==> src/hw/rtl/qrsbd_pkg.sv <==
// ----------------------------------------------------------------------------
// qrsbd_pkg
// Shared widths, register indexes and the queue entry type of the quarter
// rate shift and boxcar decimator.
// ----------------------------------------------------------------------------
package qrsbd_pkg;

  localparam int unsigned SAMPLE_W = 16;
  localparam int unsigned ROT_W    = SAMPLE_W + 1;  // negated full-scale needs one more bit
  localparam int unsigned ACC_W    = ROT_W + 2;     // sum of up to four rotated samples
  localparam int unsigned BITS_W   = 5;
  localparam int unsigned CFG_IDX_W  = 2;
  localparam int unsigned CFG_DATA_W = BITS_W;

  localparam logic [CFG_IDX_W-1:0] REG_SAMPLE_BITS = 2'd0;
  localparam logic [CFG_IDX_W-1:0] REG_FACTOR_SEL  = 2'd1;
  localparam logic [CFG_IDX_W-1:0] REG_BAND_SEL    = 2'd2;

  localparam logic [BITS_W-1:0] SAMPLE_BITS_RST = 5'd16;
  localparam logic [BITS_W-1:0] LIM_X2 = 5'd15;
  localparam logic [BITS_W-1:0] LIM_X4 = 5'd14;
  localparam logic [BITS_W-1:0] LOG2_X2 = 5'd1;
  localparam logic [BITS_W-1:0] LOG2_X4 = 5'd2;

  localparam int unsigned QDEPTH = 2;
  localparam int unsigned QPTR_W = (QDEPTH > 1) ? $clog2(QDEPTH) : 1;
  localparam int unsigned QCNT_W = $clog2(QDEPTH + 1);

  localparam int unsigned IN_TDATA_W  = 2 * SAMPLE_W;
  localparam int unsigned OUT_FIELD_W = 2 * SAMPLE_W + BITS_W;
  localparam int unsigned OUT_TDATA_W = ((OUT_FIELD_W + 7) / 8) * 8;

  // One classified sample on its way from the front end to the accumulator.
  typedef struct packed {
    logic signed [ROT_W-1:0] rot_i;
    logic signed [ROT_W-1:0] rot_q;
    logic                    emit;
    logic [BITS_W-1:0]       shift;
    logic [BITS_W-1:0]       out_bits;
  } entry_t;

endpackage

==> src/hw/rtl/qrsbd_front.sv <==
// ----------------------------------------------------------------------------
// qrsbd_front
// Holds configuration, tracks the phase, rotates each sample by a power of j
// and marks the samples that close a decimation group.
// ----------------------------------------------------------------------------
module qrsbd_front (
  input  logic                              clk_i,
  input  logic                              rst_ni,
  input  logic                              cfg_valid_i,
  output logic                              cfg_ready_o,
  input  logic [qrsbd_pkg::CFG_IDX_W-1:0]   cfg_index_i,
  input  logic [qrsbd_pkg::CFG_DATA_W-1:0]  cfg_data_i,
  input  logic                              in_valid_i,
  output logic                              in_ready_o,
  input  logic signed [qrsbd_pkg::SAMPLE_W-1:0] in_i_i,
  input  logic signed [qrsbd_pkg::SAMPLE_W-1:0] in_q_i,
  output logic                              push_valid_o,
  input  logic                              push_ready_i,
  output qrsbd_pkg::entry_t                 push_entry_o
);

  logic [qrsbd_pkg::BITS_W-1:0] sample_bits_q;
  logic                         factor_sel_q;
  logic                         band_sel_q;
  logic [1:0]                   phase_q;
  logic [1:0]                   phase_d;
  logic [1:0]                   k;
  logic                         accept;
  logic signed [qrsbd_pkg::ROT_W-1:0] ri, rq;
  logic [qrsbd_pkg::BITS_W-1:0] lim, lg, sh;

  assign cfg_ready_o  = 1'b1;
  assign in_ready_o   = push_ready_i;
  assign push_valid_o = in_valid_i;
  assign accept       = in_valid_i & push_ready_i;

  always_ff @(posedge clk_i or negedge rst_ni) begin
    if (!rst_ni) begin
      sample_bits_q <= qrsbd_pkg::SAMPLE_BITS_RST;
      factor_sel_q  <= 1'b0;
      band_sel_q    <= 1'b0;
    end else if (cfg_valid_i) begin
      case (cfg_index_i)
        qrsbd_pkg::REG_SAMPLE_BITS: sample_bits_q <= cfg_data_i;
        qrsbd_pkg::REG_FACTOR_SEL:  factor_sel_q  <= cfg_data_i[0];
        qrsbd_pkg::REG_BAND_SEL:    band_sel_q    <= cfg_data_i[0];
        default: ;
      endcase
    end
  end

  assign phase_d = accept ? phase_q + 2'd1 : phase_q;

  always_ff @(posedge clk_i or negedge rst_ni) begin
    if (!rst_ni) begin
      phase_q <= 2'd0;
    end else begin
      phase_q <= phase_d;
    end
  end

  // High band rotates by (-j)^(n+1), which is j^(3-n).
  assign k  = band_sel_q ? ~phase_q : phase_q;
  assign ri = qrsbd_pkg::ROT_W'(in_i_i);
  assign rq = qrsbd_pkg::ROT_W'(in_q_i);

  assign lim = factor_sel_q ? qrsbd_pkg::LIM_X4 : qrsbd_pkg::LIM_X2;
  assign lg  = factor_sel_q ? qrsbd_pkg::LOG2_X4 : qrsbd_pkg::LOG2_X2;
  assign sh  = (sample_bits_q < lim) ? '0 : sample_bits_q - lim;

  always_comb begin
    case (k)
      2'd0: begin
        push_entry_o.rot_i = ri;
        push_entry_o.rot_q = rq;
      end
      2'd1: begin
        push_entry_o.rot_i = -rq;
        push_entry_o.rot_q = ri;
      end
      2'd2: begin
        push_entry_o.rot_i = -ri;
        push_entry_o.rot_q = -rq;
      end
      default: begin
        push_entry_o.rot_i = rq;
        push_entry_o.rot_q = -ri;
      end
    endcase
    push_entry_o.emit     = (phase_q == 2'd3) | (~factor_sel_q & (phase_q == 2'd1));
    push_entry_o.shift    = sh;
    push_entry_o.out_bits = sample_bits_q + lg - sh;
  end

endmodule

==> src/hw/rtl/qrsbd_queue.sv <==
// ----------------------------------------------------------------------------
// qrsbd_queue
// Short register queue between front end and accumulator; push and pop may
// happen in the same cycle.
// ----------------------------------------------------------------------------
module qrsbd_queue (
  input  logic              clk_i,
  input  logic              rst_ni,
  input  logic              push_valid_i,
  output logic              push_ready_o,
  input  qrsbd_pkg::entry_t push_entry_i,
  output logic              pop_valid_o,
  input  logic              pop_ready_i,
  output qrsbd_pkg::entry_t pop_entry_o
);

  qrsbd_pkg::entry_t              mem_q [qrsbd_pkg::QDEPTH];
  logic [qrsbd_pkg::QPTR_W-1:0]   wr_ptr_q, rd_ptr_q;
  logic [qrsbd_pkg::QCNT_W-1:0]   count_q, count_d;
  logic                           push, pop;

  assign push_ready_o = count_q != qrsbd_pkg::QCNT_W'(qrsbd_pkg::QDEPTH);
  assign pop_valid_o  = count_q != '0;
  assign push         = push_valid_i & push_ready_o;
  assign pop          = pop_ready_i & pop_valid_o;
  assign pop_entry_o  = mem_q[rd_ptr_q];

  always_comb begin
    count_d = count_q;
    if (push && !pop) begin
      count_d = count_q + 1'b1;
    end else if (pop && !push) begin
      count_d = count_q - 1'b1;
    end
  end

  always_ff @(posedge clk_i) begin
    if (push) begin
      mem_q[wr_ptr_q] <= push_entry_i;
    end
  end

  always_ff @(posedge clk_i or negedge rst_ni) begin
    if (!rst_ni) begin
      wr_ptr_q <= '0;
      rd_ptr_q <= '0;
      count_q  <= '0;
    end else begin
      count_q <= count_d;
      if (push) begin
        wr_ptr_q <= (wr_ptr_q == qrsbd_pkg::QPTR_W'(qrsbd_pkg::QDEPTH - 1)) ? '0
                                                                           : wr_ptr_q + 1'b1;
      end
      if (pop) begin
        rd_ptr_q <= (rd_ptr_q == qrsbd_pkg::QPTR_W'(qrsbd_pkg::QDEPTH - 1)) ? '0
                                                                           : rd_ptr_q + 1'b1;
      end
    end
  end

`ifndef NO_ASSERTIONS
  a_count_bound: assert property (@(posedge clk_i) disable iff (!rst_ni)
    count_q <= qrsbd_pkg::QCNT_W'(qrsbd_pkg::QDEPTH))
    else $error("queue count exceeds depth");
  a_count_track: assert property (@(posedge clk_i) disable iff (!rst_ni)
    (push && !pop) |=> count_q == $past(count_q) + 1'b1)
    else $error("queue count missed a push");
`endif

endmodule

==> src/hw/rtl/qrsbd_back.sv <==
// ----------------------------------------------------------------------------
// qrsbd_back
// Accumulates rotated samples, shifts the group sum and holds the result in
// an output register until the receiver takes it.
// ----------------------------------------------------------------------------
module qrsbd_back (
  input  logic              clk_i,
  input  logic              rst_ni,
  input  logic              pop_valid_i,
  output logic              pop_ready_o,
  input  qrsbd_pkg::entry_t pop_entry_i,
  output logic              out_valid_o,
  input  logic              out_ready_i,
  output logic signed [qrsbd_pkg::SAMPLE_W-1:0] out_i_o,
  output logic signed [qrsbd_pkg::SAMPLE_W-1:0] out_q_o,
  output logic [qrsbd_pkg::BITS_W-1:0]          out_bits_o
);

  logic signed [qrsbd_pkg::ACC_W-1:0] acc_i_q, acc_q_q;
  logic signed [qrsbd_pkg::ACC_W-1:0] sum_i, sum_q, shr_i, shr_q;
  logic                               out_valid_q;
  logic                               slot_free, pop;

  assign slot_free   = ~out_valid_q | out_ready_i;
  // Samples that do not close a group never wait on the output register.
  assign pop_ready_o = ~pop_entry_i.emit | slot_free;
  assign pop         = pop_valid_i & pop_ready_o;

  assign sum_i = acc_i_q + qrsbd_pkg::ACC_W'(pop_entry_i.rot_i);
  assign sum_q = acc_q_q + qrsbd_pkg::ACC_W'(pop_entry_i.rot_q);
  assign shr_i = sum_i >>> pop_entry_i.shift;
  assign shr_q = sum_q >>> pop_entry_i.shift;

  always_ff @(posedge clk_i or negedge rst_ni) begin
    if (!rst_ni) begin
      acc_i_q     <= '0;
      acc_q_q     <= '0;
      out_valid_q <= 1'b0;
    end else begin
      if (pop) begin
        if (pop_entry_i.emit) begin
          acc_i_q <= '0;
          acc_q_q <= '0;
        end else begin
          acc_i_q <= sum_i;
          acc_q_q <= sum_q;
        end
      end
      if (pop && pop_entry_i.emit) begin
        out_valid_q <= 1'b1;
      end else if (out_ready_i) begin
        out_valid_q <= 1'b0;
      end
    end
  end

  always_ff @(posedge clk_i) begin
    if (pop && pop_entry_i.emit) begin
      out_i_o    <= shr_i[qrsbd_pkg::SAMPLE_W-1:0];
      out_q_o    <= shr_q[qrsbd_pkg::SAMPLE_W-1:0];
      out_bits_o <= pop_entry_i.out_bits;
    end
  end

  assign out_valid_o = out_valid_q;

`ifndef NO_ASSERTIONS
  a_acc_clear: assert property (@(posedge clk_i) disable iff (!rst_ni)
    (pop && pop_entry_i.emit) |=> (acc_i_q == '0 && acc_q_q == '0 && out_valid_q))
    else $error("group close did not clear accumulator");
  a_no_overwrite: assert property (@(posedge clk_i) disable iff (!rst_ni)
    (out_valid_q && !out_ready_i) |-> !(pop && pop_entry_i.emit))
    else $error("result overwritten while stalled");
`endif

endmodule

==> src/hw/rtl/quarter_rate_shift_boxcar_decimator_unit.sv <==
// ----------------------------------------------------------------------------
// quarter_rate_shift_boxcar_decimator_unit
// Shifts a complex stream by a quarter of the sample rate and decimates it
// by 2 or 4 with a boxcar sum.
// ----------------------------------------------------------------------------
// Usage:
//   s_axis carries one I/Q sample per item; m_axis carries one decimated
//   sample per 2 or 4 input items. A trailing partial group is kept in the
//   accumulator and never flushed.
//   The cfg channel writes sample_bits (index 0), factor_sel (1) and
//   band_sel (2); it is always ready. Write it only while the stream is idle.
// Result path: the sample closing a group is written into a queue slot at
//   the edge that accepts it; when it is popped, the shifted group sum is
//   loaded into the output register, which drives m_axis_tvalid.
// Throughput: one input item per cycle while the queue has room; front end,
//   queue and accumulator each take one item per cycle unless a stall holds them.
// Reset: phase, accumulators, queue and output valid clear; sample_bits
//   returns to 16, factor_sel and band_sel to 0.
// Stall: the output register holds its result while m_axis_tready is low;
//   samples that do not close a group keep draining into the accumulator,
//   and the two-entry queue backs up into s_axis_tready once it is full.
// ----------------------------------------------------------------------------
module quarter_rate_shift_boxcar_decimator_unit (
  input  logic                                clk_i,
  input  logic                                rst_ni,
  input  logic                                cfg_valid_i,
  output logic                                cfg_ready_o,
  input  logic [qrsbd_pkg::CFG_IDX_W-1:0]     cfg_index_i,
  input  logic [qrsbd_pkg::CFG_DATA_W-1:0]    cfg_data_i,
  input  logic                                s_axis_tvalid,
  output logic                                s_axis_tready,
  input  logic [qrsbd_pkg::IN_TDATA_W-1:0]    s_axis_tdata,   // in_i, in_q
  output logic                                m_axis_tvalid,
  input  logic                                m_axis_tready,
  output logic [qrsbd_pkg::OUT_TDATA_W-1:0]   m_axis_tdata    // out_i, out_q, out_bits, zero pad
);

  logic              push_valid, push_ready, pop_valid, pop_ready;
  qrsbd_pkg::entry_t push_entry, pop_entry;
  logic signed [qrsbd_pkg::SAMPLE_W-1:0] out_i, out_q;
  logic [qrsbd_pkg::BITS_W-1:0]          out_bits;

  qrsbd_front u_front (
    .clk_i        (clk_i),
    .rst_ni       (rst_ni),
    .cfg_valid_i  (cfg_valid_i),
    .cfg_ready_o  (cfg_ready_o),
    .cfg_index_i  (cfg_index_i),
    .cfg_data_i   (cfg_data_i),
    .in_valid_i   (s_axis_tvalid),
    .in_ready_o   (s_axis_tready),
    .in_i_i       (s_axis_tdata[qrsbd_pkg::SAMPLE_W-1:0]),
    .in_q_i       (s_axis_tdata[2*qrsbd_pkg::SAMPLE_W-1:qrsbd_pkg::SAMPLE_W]),
    .push_valid_o (push_valid),
    .push_ready_i (push_ready),
    .push_entry_o (push_entry)
  );

  qrsbd_queue u_queue (
    .clk_i        (clk_i),
    .rst_ni       (rst_ni),
    .push_valid_i (push_valid),
    .push_ready_o (push_ready),
    .push_entry_i (push_entry),
    .pop_valid_o  (pop_valid),
    .pop_ready_i  (pop_ready),
    .pop_entry_o  (pop_entry)
  );

  qrsbd_back u_back (
    .clk_i       (clk_i),
    .rst_ni      (rst_ni),
    .pop_valid_i (pop_valid),
    .pop_ready_o (pop_ready),
    .pop_entry_i (pop_entry),
    .out_valid_o (m_axis_tvalid),
    .out_ready_i (m_axis_tready),
    .out_i_o     (out_i),
    .out_q_o     (out_q),
    .out_bits_o  (out_bits)
  );

  assign m_axis_tdata = {{(qrsbd_pkg::OUT_TDATA_W - qrsbd_pkg::OUT_FIELD_W){1'b0}},
                         out_bits, out_q, out_i};

endmodule
==> config.mk <==
export PLATFORM = sky130hd
export DESIGN_NAME = quarter_rate_shift_boxcar_decimator_unit
export DESIGN_NICKNAME = d
export VERILOG_FILES = /design/src/hw/rtl/qrsbd_pkg.sv /design/src/hw/rtl/qrsbd_front.sv /design/src/hw/rtl/qrsbd_queue.sv /design/src/hw/rtl/qrsbd_back.sv /design/src/hw/rtl/quarter_rate_shift_boxcar_decimator_unit.sv
export SDC_FILE = /design/constraint.sdc
export NUM_CORES = 1
export LEC_CHECK = 0
export BUFFER_PORTS_ARGS = -buffer_cell sky130_fd_sc_hd__buf_2
export CORE_UTILIZATION = 66
export CTS_CLUSTER_DIAMETER = 150
export DETAILED_ROUTE_END_ITERATION = 10
export MAX_ROUTING_LAYER = met4
export PLACE_DENSITY = 0.84
export SYNTH_ARGS = -nofsm -noshare
export SYNTH_HDL_FRONTEND = slang
export SYNTH_SLANG_ARGS = --single-unit
==> constraint.sdc <==
create_clock -name clk_i -period 6.4 [get_ports clk_i]
set_input_delay 0.32 -clock clk_i [delete_from_list [all_inputs] [get_ports clk_i]]
set_output_delay 0.32 -clock clk_i [all_outputs]
set_load 0.005 [all_outputs]
======== Word-level counts from Yosys, hierarchy flattened ========
Memories as Yosys holds them, arrays and structs flattened.
Cells that the tools add are included.
storage, ports and cells
  register bits ........................... 89
  RAM bits ................................ 90
  output and inout port bits .............. 43
  memories ................................ 1
memory list
  name           depth  bits a word  rd ports  clocked after memory_dff  wr ports  line               text
  u_queue.mem_q  2      45           1         0                         1         qrsbd_queue.sv:17  qrsbd_pkg::entry_t mem_q [qrsbd_pkg::QDEPTH];
cells by class
  add/subtract/negate cells ............... 12
  $lt $le $gt $ge ......................... 1
  equal/unequal tests ..................... 7
  shift operators ......................... 2
  multiplexer cells ....................... 15
  bitwise operators ....................... 10
  reduce and logical (&&, ||, !) cells .... 13
operators by type and width
  kind                                                                   number
  34-bit case mux with 3 select lines                                    1
  19-bit by 17-bit adder with 19-bit output                              2
  19-bit 2-to-1 mux                                                      2
  19-bit by 5-bit >>> shifter with 16-bit output                         2
  16-bit negator with 17-bit output                                      2
  5-bit subtractor                                                       2
  2-bit 2-to-1 mux                                                       4
  1-bit 2-to-1 mux                                                       7
  2-bit by 1-bit equality test with 1-bit output, second input constant  3
  2-bit equality test, second input constant                             3
  2-bit AND reduction                                                    3
  2-bit nonzero test                                                     3
  5-bit adder                                                            1
  5-bit less-than comparator                                             1
  5-bit 2-to-1 mux                                                       1
  2-bit by 1-bit adder with 2-bit output, second input constant          2
  2-bit zero test                                                        2
  1-bit bitwise AND                                                      3
  1-bit logical AND                                                      3
  1-bit inverter                                                         3
  1-bit OR                                                               3
  1-bit adder, second input constant                                     2
  1-bit zero test                                                        2
  2-bit inequality test, second input constant                           1
  other kinds (2)                                                        2

======== Logic depth before layout (Yosys ltp) ========
Gate-level depths: netlist of run 1.
  depth in word-level cells ............... 7
  mapped depth ............................ 17

======== Cells and area by module ========
A second synthesis of run 1 with hierarchy kept.
unflattened totals
  cells, all modules ...................... 1,156
  area total of the unflattened synthesis .. 12,007.8 µm²
by module, submodules not included
  module                                    times used  cells an instance  area an instance (µm²)  sequential area each (µm²)
  qrsbd_back                                1           705                6,258.5                 2,087.0
  qrsbd_queue                               1           158                3,641.0                 2,802.7
  qrsbd_front                               1           289                2,082.0                 226.5
  quarter_rate_shift_boxcar_decimator_unit  1           4                  26.3                    0.0

======== Least setup slack after synthesis of run 1 ========
OpenSTA, ideal clock, no wires.
  path type ............................... register -> register
  start ................................... reg u_queue.rd_ptr_q
  end ..................................... reg u_back.out_i_o[2] (netlist name) (data pin)
  library setup time ...................... 261 ps
  data arrival time ....................... 3,966 ps
  required time ........................... 6,139 ps
  path slack .............................. 2,173 ps
  cell stages (with the launch flop) ...... 16
  path buffers ............................ 5
  clock period less this slack ............ 4,227 ps
  path through ............................ dfrtp_1 -> buf_2 -> buf_2 -> buf_1 -> buf_1 -> mux2_2 -> ha_1 -> clkbuf_1 -> and4_1 -> nand2_1 -> a2bb2oi_2 -> or2_1 -> nor3_1 -> a2111oi_4 -> a22o_1 -> a221o_1
on the way
  cells in the longest elaborated chain, start to end .. 3
ends and longest elaborated chain
  element                                           line               text
  from (decl)                                       qrsbd_queue.sv:18  logic [qrsbd_pkg::QPTR_W-1:0] wr_ptr_q, rd_ptr_q;
  from (signal assigned)                            qrsbd_queue.sv:55  rd_ptr_q <= (rd_ptr_q == qrsbd_pkg::QPTR_W'(qrsbd_pkg::QDEPTH - 1)) ? '0
  memory read 2 x 45 bit *                          -
  19-bit by 17-bit adder with 19-bit output         qrsbd_back.sv:29   assign sum_i = acc_i_q + qrsbd_pkg::ACC_W'(pop_entry_i.rot_i);
  19-bit by 5-bit >>> shifter with 16-bit output *  qrsbd_back.sv:31   assign shr_i = sum_i >>> pop_entry_i.shift;
  via u_back.shr_i, one bit                         qrsbd_back.sv:20   logic signed [qrsbd_pkg::ACC_W-1:0] sum_i, sum_q, shr_i, shr_q;
  to (signal assigned)                              qrsbd_back.sv:59   out_i_o <= shr_i[qrsbd_pkg::SAMPLE_W-1:0];
  to (decl)                                         qrsbd_back.sv:14   output logic signed [qrsbd_pkg::SAMPLE_W-1:0] out_i_o,
Mark *: on every way through the listed nets, which the timed path passes. The rest lies on a longest branch.
A chain may end at the register's enable or synchronous reset.

======== Worst setup path in the final report of run 1 ========
  start ................................... reg u_queue.rd_ptr_q
  end ..................................... reg u_back.out_i_o[11] (netlist name) (data pin)
The elaborated chain is that of the path after synthesis.

==> flow_summary.ini, run 1 <==
[synthesis]
synth_ff_type = edfxtp_1
synthCells = 1241
synth_edf_count = 127
yosysWarnings = 0
postSynthAreaPerCell_um2 = 9.71
synthArstFlopShare_pct = 29.1
netlist_area_um2 = 12000
yosysUniqueCellTypes = 79
ys_seq_area_share_pct = 42.5
ys_seq_elements = 179

[routing]
via_per_inst = 6.89
routed.top_layer = met4
wl_met3_um = 3070
vias = 10500
detail-route-antenna-nets = 0
met1_length_um = 14200
drt-wirelength-per-cell_um = 23.2
wl_um = 35400
drc_errors = 0
first_pass_iters = 6
met2_length_um = 16800
drtIter0Drc = 1149

[critical_path]
path_cells = buf_4 -> mux2_2 -> ha_1 -> a21oi_1 -> o21ai_0 -> o22ai_1 -> nand3_1 -> xnor2_1 -> nand2_1 -> a21oi_1 -> o221ai_1
cp_common_cell = a21oi_1
reg2reg_to = u_back.out_i_o[11]
path_delay_family = compound AO/OA/AOI/OAI gates
timing.rr.start = u_queue.rd_ptr_q
critPathBufInv = 1
rrSetupSlack_ns = 1.61
worstPathMaxFanout = 34
start_kind = flip-flop
worstSetupEndpointType = flip-flop
reg2reg_depth = 11
cp.arrival_ns = 4.95
cpPeakStageDelay_ns = 0.99
cp.depth = 11
cp.required_ns = 6.56
critPathKind = reg2reg
slowest_stage = xnor2_1

[grt]
antenna_found_initial = 1
grt_usage_pct = 40.0
overflow = 0
grt_pass1_wl_um = 54200
grt_start_max_net_pins = 58
grt_pass1_vias = 9819

[die]
die_y_um = 137
ioPinCount = 87
initial_utilization_pct = 67.3
num_rows = 49
core_um2 = 17900
die_area_um2 = 18800
die_w_um = 137

[clock_tree]
clkLatencyLatePin_ns = 0.46
cts-hold-fix-buffers = 0
clock-sinks = 179
post-cts-setup-buffers = 0
clkTransAtPathRegs_ns = 0.08
clockBufferDepth = 2
ctsResizeCount = 0
cts-root-buf = clkbuf_16
numCtsBuffers = 17
htree_levels = 4
cts_tree = built

[cells_and_area]
multi_input_area_um2 = 6610
area_growth_pct = 9.76
final_nets = 1382
regArea_um2 = 5120
fill_cells = 1260
drive_gt1_share_pct = 15.9

[timing]
slew_violations = 0
worstMarginPinSlew_ns = 1.25
hold_slack_ns = -0.0199
fin_crit_sh_pct = 74.8
max_freq_mhz = 209
setup_slack_ns = 1.61
finalClockSkew_ns = 0.0139
rsz0062_at_grt = false
hold_viol = 6
fin_crit_ns = 4.79
setup_viol = 0
relSlewSlack_pct = 16.4
final.setup.tns_ns = 0

[placed_design]
portBuffers = 82
dp_hpwl_um = 24500
gp_congestion = 0.961
place_ws_ns = 1.84

[flow_run]
maxCapViolCount = 0

[min_path]
hp-class = in2async

[status]
violations = negative hold slack
status = finished with violations
==> worst reg2reg max path, delay by kind of cell, from the launching register on <==
family	cells	cell delay (ns)
buffers and inverters	1	0.43
flip-flops	1	0.92
XOR/XNOR	1	0.99
multiplexers	1	0.39
AO/OA/AOI/OAI	5	1.10
adder cells (fa/ha/maj)	1	0.38
AND/OR/NAND/NOR	2	0.30
==> flip-flops by register name, summed over array words and instances (netlist names) <==
signal	count
u_back.out_q_o	16
u_front.factor_sel_q	1
u_queue.wr_ptr_q	1
u_back.out_i_o	16
u_front.sample_bits_q	5
u_queue.rd_ptr_q	1
u_back.acc_i_q	19
u_queue.mem_q	90
u_queue.count_q	2
u_back.out_valid_o	1
u_front.phase_q	2
u_back.out_bits_o	5
u_back.acc_q_q	19
u_front.band_sel_q	1
==> final cells by class <==
type                            count  share of cell area (%)
Clock inverter                     14                    1.18
Tap cell                          229                    2.17
Timing Repair Buffer               95                    3.84
Multi-Input combinational cell    962                    50.0
Antenna cell                        1                  0.0189
Clock buffer                       18                    3.25
Sequential cell                   179                    38.7
Inverter                           31                   0.880
==> synthesized netlist by cell type, drive strengths merged (5+ instances only) <==
cell,instances,share of area [%]
nand2,134,4.2
edfxtp,127,32
nor2,122,3.9
a21oi,97,4.1
o21ai,86,3.6
clkbuf,51,1.6
dfrtp,51,11
mux2,49,4.6
ha,48,5.0
xnor2,45,3.3
xor2,44,3.2
mux2i,34,2.8
inv,31,0.97
a211oi,22,1.4
o211ai,21,1.3
a22o,20,1.5
buf,20,0.83
nor3,19,0.79
nand3,18,0.75
o22ai,15,0.78
a21o,14,0.87
a31oi,12,0.62
and3,11,0.57
nand4,10,0.52
o2111ai,8,0.58
and2,7,0.36
o21a,7,0.44
and4,6,0.44
nor4,6,0.31
o221ai,6,0.44
a221o,5,0.42
a22oi,5,0.31
nand2b,5,0.26
nor2b,5,0.26
nor3b,5,0.31
o31ai,5,0.43
==> cells in the final DEF, fill, tap and decap left out, types with 7 or more instances in the layout <==
cell / netlist / routed
nand2_1: 133 / 133
edfxtp_1: 127 / 127
nor2_1: 121 / 119
a21oi_1: 96 / 96
o21ai_0: 84 / 83
buf_2: 8 / 82
dfrtp_1: 51 / 50
mux2_2: 49 / 49
ha_1: 48 / 48
xnor2_1: 45 / 44
xor2_1: 44 / 42
mux2i_1: 34 / 32
inv_1: 31 / 31
a211oi_1: 22 / 22
o211ai_1: 21 / 21
a22o_1: 20 / 20
nor3_1: 19 / 19
nand3_1: 18 / 18
clkbuf_16: 0 / 17
a21o_1: 14 / 14
o22ai_1: 15 / 14
buf_4: 4 / 13
a31oi_1: 12 / 12
nand4_1: 10 / 10
and3_1: 11 / 10
o2111ai_1: 8 / 8
and2_1: 7 / 7
o21a_1: 7 / 7
==> cell families (layout without fill, tap and decap cells) <==
| group | Yosys count | count (layout) | share of synthesized area [%] |
|---|---|---|---|
| compound gates | 369 | 369 | 20.3 |
| xor+xnor | 89 | 89 | 6.47 |
| fa+ha+maj | 52 | 52 | 5.65 |
| buf+inv | 102 | 158 | 3.39 |
| flops | 179 | 179 | 42.5 |
| mux | 87 | 87 | 8.15 |
| other cells | 2 | 5 | 0.0623 |
| simple gates | 361 | 361 | 13.5 |
==> layer usage <==
layer  vias up  GRT usage, %
met1      5053          50.6
met3       114          7.63
met2       636          62.7
met5         -             -
li1       4739             -
met4         0          17.3
==> worst max-delay path by stage <==
stage | start | end | slack [ns]
final | u_queue.rd_ptr_q | u_back.out_i_o[11] | 1.61
after floorplan | u_queue.rd_ptr_q | u_back.out_i_o[2] | 2.17
after detailed placement | u_queue.rd_ptr_q | u_back.out_i_o[11] | 1.84
after global routing | u_queue.rd_ptr_q | u_back.out_i_o[11] | 1.39
after global placement | u_queue.rd_ptr_q | u_back.out_i_o[3] | 1.98
after CTS | u_queue.rd_ptr_q | u_back.out_i_o[11] | 1.80
==> metrics by stage <==
| stage | cell area (µm²) | util [%] | std cells | hold WS [ns] |
|---|---|---|---|---|
| 5_1_grt | 13200 | 73.9 | 1529 | 0.0393 |
| 3_5_place_dp | 12600 | 70.6 | 1496 | 0.482 |
| 3_3_place_gp | 12600 | 70.6 | 1496 | 0.470 |
| 2_1_floorplan | 12100 | - | 1243 | 0.0244 |
| 4_1_cts | 13200 | 73.9 | 1528 | 0.00185 |
| 6_report | 13200 | 73.9 | 1529 | -0.0199 |
Power of run 1 is left out: the tool's default activity adds up to more than one toggle a clock period on the data nets, which glitch-free logic cannot reach.
==> run 2: changes to the inputs <==
--- a/config.mk
+++ b/config.mk
@@ -6,11 +6,11 @@
 export NUM_CORES = 1
 export LEC_CHECK = 0
 export BUFFER_PORTS_ARGS = -buffer_cell sky130_fd_sc_hd__buf_2
-export CORE_UTILIZATION = 66
+export CORE_UTILIZATION = 62
 export CTS_CLUSTER_DIAMETER = 150
 export DETAILED_ROUTE_END_ITERATION = 10
 export MAX_ROUTING_LAYER = met4
-export PLACE_DENSITY = 0.84
+export PLACE_DENSITY = 0.8
 export SYNTH_ARGS = -nofsm -noshare
 export SYNTH_HDL_FRONTEND = slang
 export SYNTH_SLANG_ARGS = --single-unit
==> constraint.sdc (replaced) <==
create_clock -name clk_i -period 4.95 [get_ports clk_i]
set_input_delay 0.2475 -clock clk_i [delete_from_list [all_inputs] [get_ports clk_i]]
set_output_delay 0.2475 -clock clk_i [all_outputs]
set_load 0.005 [all_outputs]
==> run 2 against run 1 <==
  * The flow now finishes without violations
  * Highest routed layer unchanged
  * Cell area grew 1.4%
  * Maximum frequency grew 14%
  * Count of clock-buffer cells in the layout grew 2
  * Sequential cell count is the same
  * Critical path depth grew 1
  * Sequential share of layout area shrank 0.55 points
  * Worst hold slack gained 0.052 ns
==> flow_summary.ini, run 2 (synthesis results as in run 1) <==
[critical_path]
cp.required_ns = 5.12
critPathKind = reg2reg
start_kind = flip-flop
worstPathMaxFanout = 30
reg2reg_to = u_back.out_i_o[11]
rrSetupSlack_ns = 0.73
worstSetupEndpointType = flip-flop
timing.rr.start = u_queue.rd_ptr_q
cp.arrival_ns = 4.39
reg2reg_depth = 12

[clock_tree]
cts-root-buf = clkbuf_16
htree_levels = 4
cts_tree = built
clkLatencyLatePin_ns = 0.44
numCtsBuffers = 17
clockBufferDepth = 2
ctsResizeCount = 0
cts-hold-fix-buffers = 2
post-cts-setup-buffers = 0
clkTransAtPathRegs_ns = 0.08
clock-sinks = 179

[timing]
max_freq_mhz = 237
rsz0062_at_grt = false
finalClockSkew_ns = 0.0118
fin_crit_sh_pct = 85.2
fin_crit_ns = 4.22
hold_viol = 0
worstMarginPinSlew_ns = 1.21
setup_viol = 0
hold_slack_ns = 0.0320
final.setup.tns_ns = 0
relSlewSlack_pct = 18.9
slew_violations = 0

[die]
die_w_um = 141
die_area_um2 = 20000
core_um2 = 18900
num_rows = 50
initial_utilization_pct = 63.8
die_y_um = 141
ioPinCount = 87

[cells_and_area]
largest_reg_flops = 90
layout_common_cells = 133 x nand2_1, 127 x edfxtp_1, 119 x nor2_1, 96 x a21oi_1, 83 x o21ai_0
final_nets = 1396
drive_gt1_share_pct = 16.8
final_common_cell = nand2_1
reg_top3 = u_queue.mem_q (90), u_back.acc_i_q (19), u_back.acc_q_q (19)
area_growth_pct = 11.3
top_register = u_queue.mem_q
insertedDiodeCount = 0
design_area_um2 = 13400

[grt]
antenna_found_initial = 0
grt_pass1_wl_um = 53300
grt_start_max_net_pins = 58
overflow = 0
grt_pass1_vias = 9780
grt_usage_pct = 36.1

[routing]
drc_errors = 0
wl_met3_um = 2530
met2_length_um = 15800
drt-wirelength-per-cell_um = 21.4
wl_um = 33700
detail-route-antenna-nets = 0
vias = 10300
met1_length_um = 14200
routed.top_layer = met4
drtIter0Drc = 1051
via_per_inst = 6.56
first_pass_iters = 6

[min_path]
min_to = u_front.sample_bits_q[3]
hp-class = in2reg
hp-start = cfg_data_i[3]
hold-path-cell-count = 2

[placed_design]
placed_cell_area_um2 = 12800
portBuffers = 82
dp_hpwl_um = 25200
gp_congestion = 0.994

[status]
status = completed

[flow_run]
maxCapViolCount = 0
==> run 2: cell count changes in the layout (fill, tap and decap cells not counted), moves of 2 or more <==
cell	delta
clkbuf_16	+2
buf_4	+12
clkinv_4	+3
inv_8	-2
dlygate4sd3_1	+2
==> run 2: through the flow <==
| stage | util (%) | setup slack, ns | std cells |
|---|---|---|---|
| 2_1_floorplan | - | 0.723 | 1243 |
| 3_3_place_gp | 67.6 | 0.841 | 1539 |
| 3_5_place_dp | 67.6 | 0.820 | 1539 |
| 4_1_cts | 71.0 | 0.815 | 1573 |
| 5_1_grt | 71.0 | 0.442 | 1573 |
| 6_report | 71.0 | 0.731 | 1573 |
==> run 2: how the worst max path moves through the flow <==
stage | slack (ns) | from | endpoint | cells after the start
2_1_floorplan | 0.72 | u_queue.rd_ptr_q | u_back.out_i_o[2] | 15
3_3_place_gp | 0.84 | u_queue.rd_ptr_q | u_back.out_i_o[11] | 12
3_5_place_dp | 0.82 | u_queue.rd_ptr_q | u_back.out_i_o[3] | 12
4_1_cts | 0.81 | u_queue.rd_ptr_q | u_back.out_i_o[11] | 12
5_1_grt | 0.44 | u_queue.rd_ptr_q | u_back.out_i_o[4] | 11
6_report | 0.73 | u_queue.rd_ptr_q | u_back.out_i_o[11] | 12
==> run 2: layout make-up <==
cell class | instances | area [µm²]
Multi-Input combinational cell | 962 | 6620
Inverter | 31 | 116
Tap cell | 260 | 325
Clock inverter | 12 | 130
Sequential cell | 179 | 5120
Clock buffer | 20 | 489
Fill cell | 1415 | 5480
Timing Repair Buffer | 109 | 618
==> run 2: metal layers <==
layer	track usage, %	vias up
li1	-	4767
met1	47.0	4922
met2	57.2	536
met3	5.23	88
met4	14.5	0
met5	-	-
==> run 2: worst max-delay path: stages, from the launching register on <==
cell       delay, ns
dfrtp_2         0.82
buf_4           0.28
mux2_2          0.35
ha_1            0.45
nand2_1         0.15
nor4_1          0.50
o2111ai_1       0.25
nand3_1         0.21
xnor2_1         0.13
buf_4           0.22
nand2_1         0.07
a21oi_1         0.34
o221ai_1        0.20
Power of run 2 is left out for the same reason.
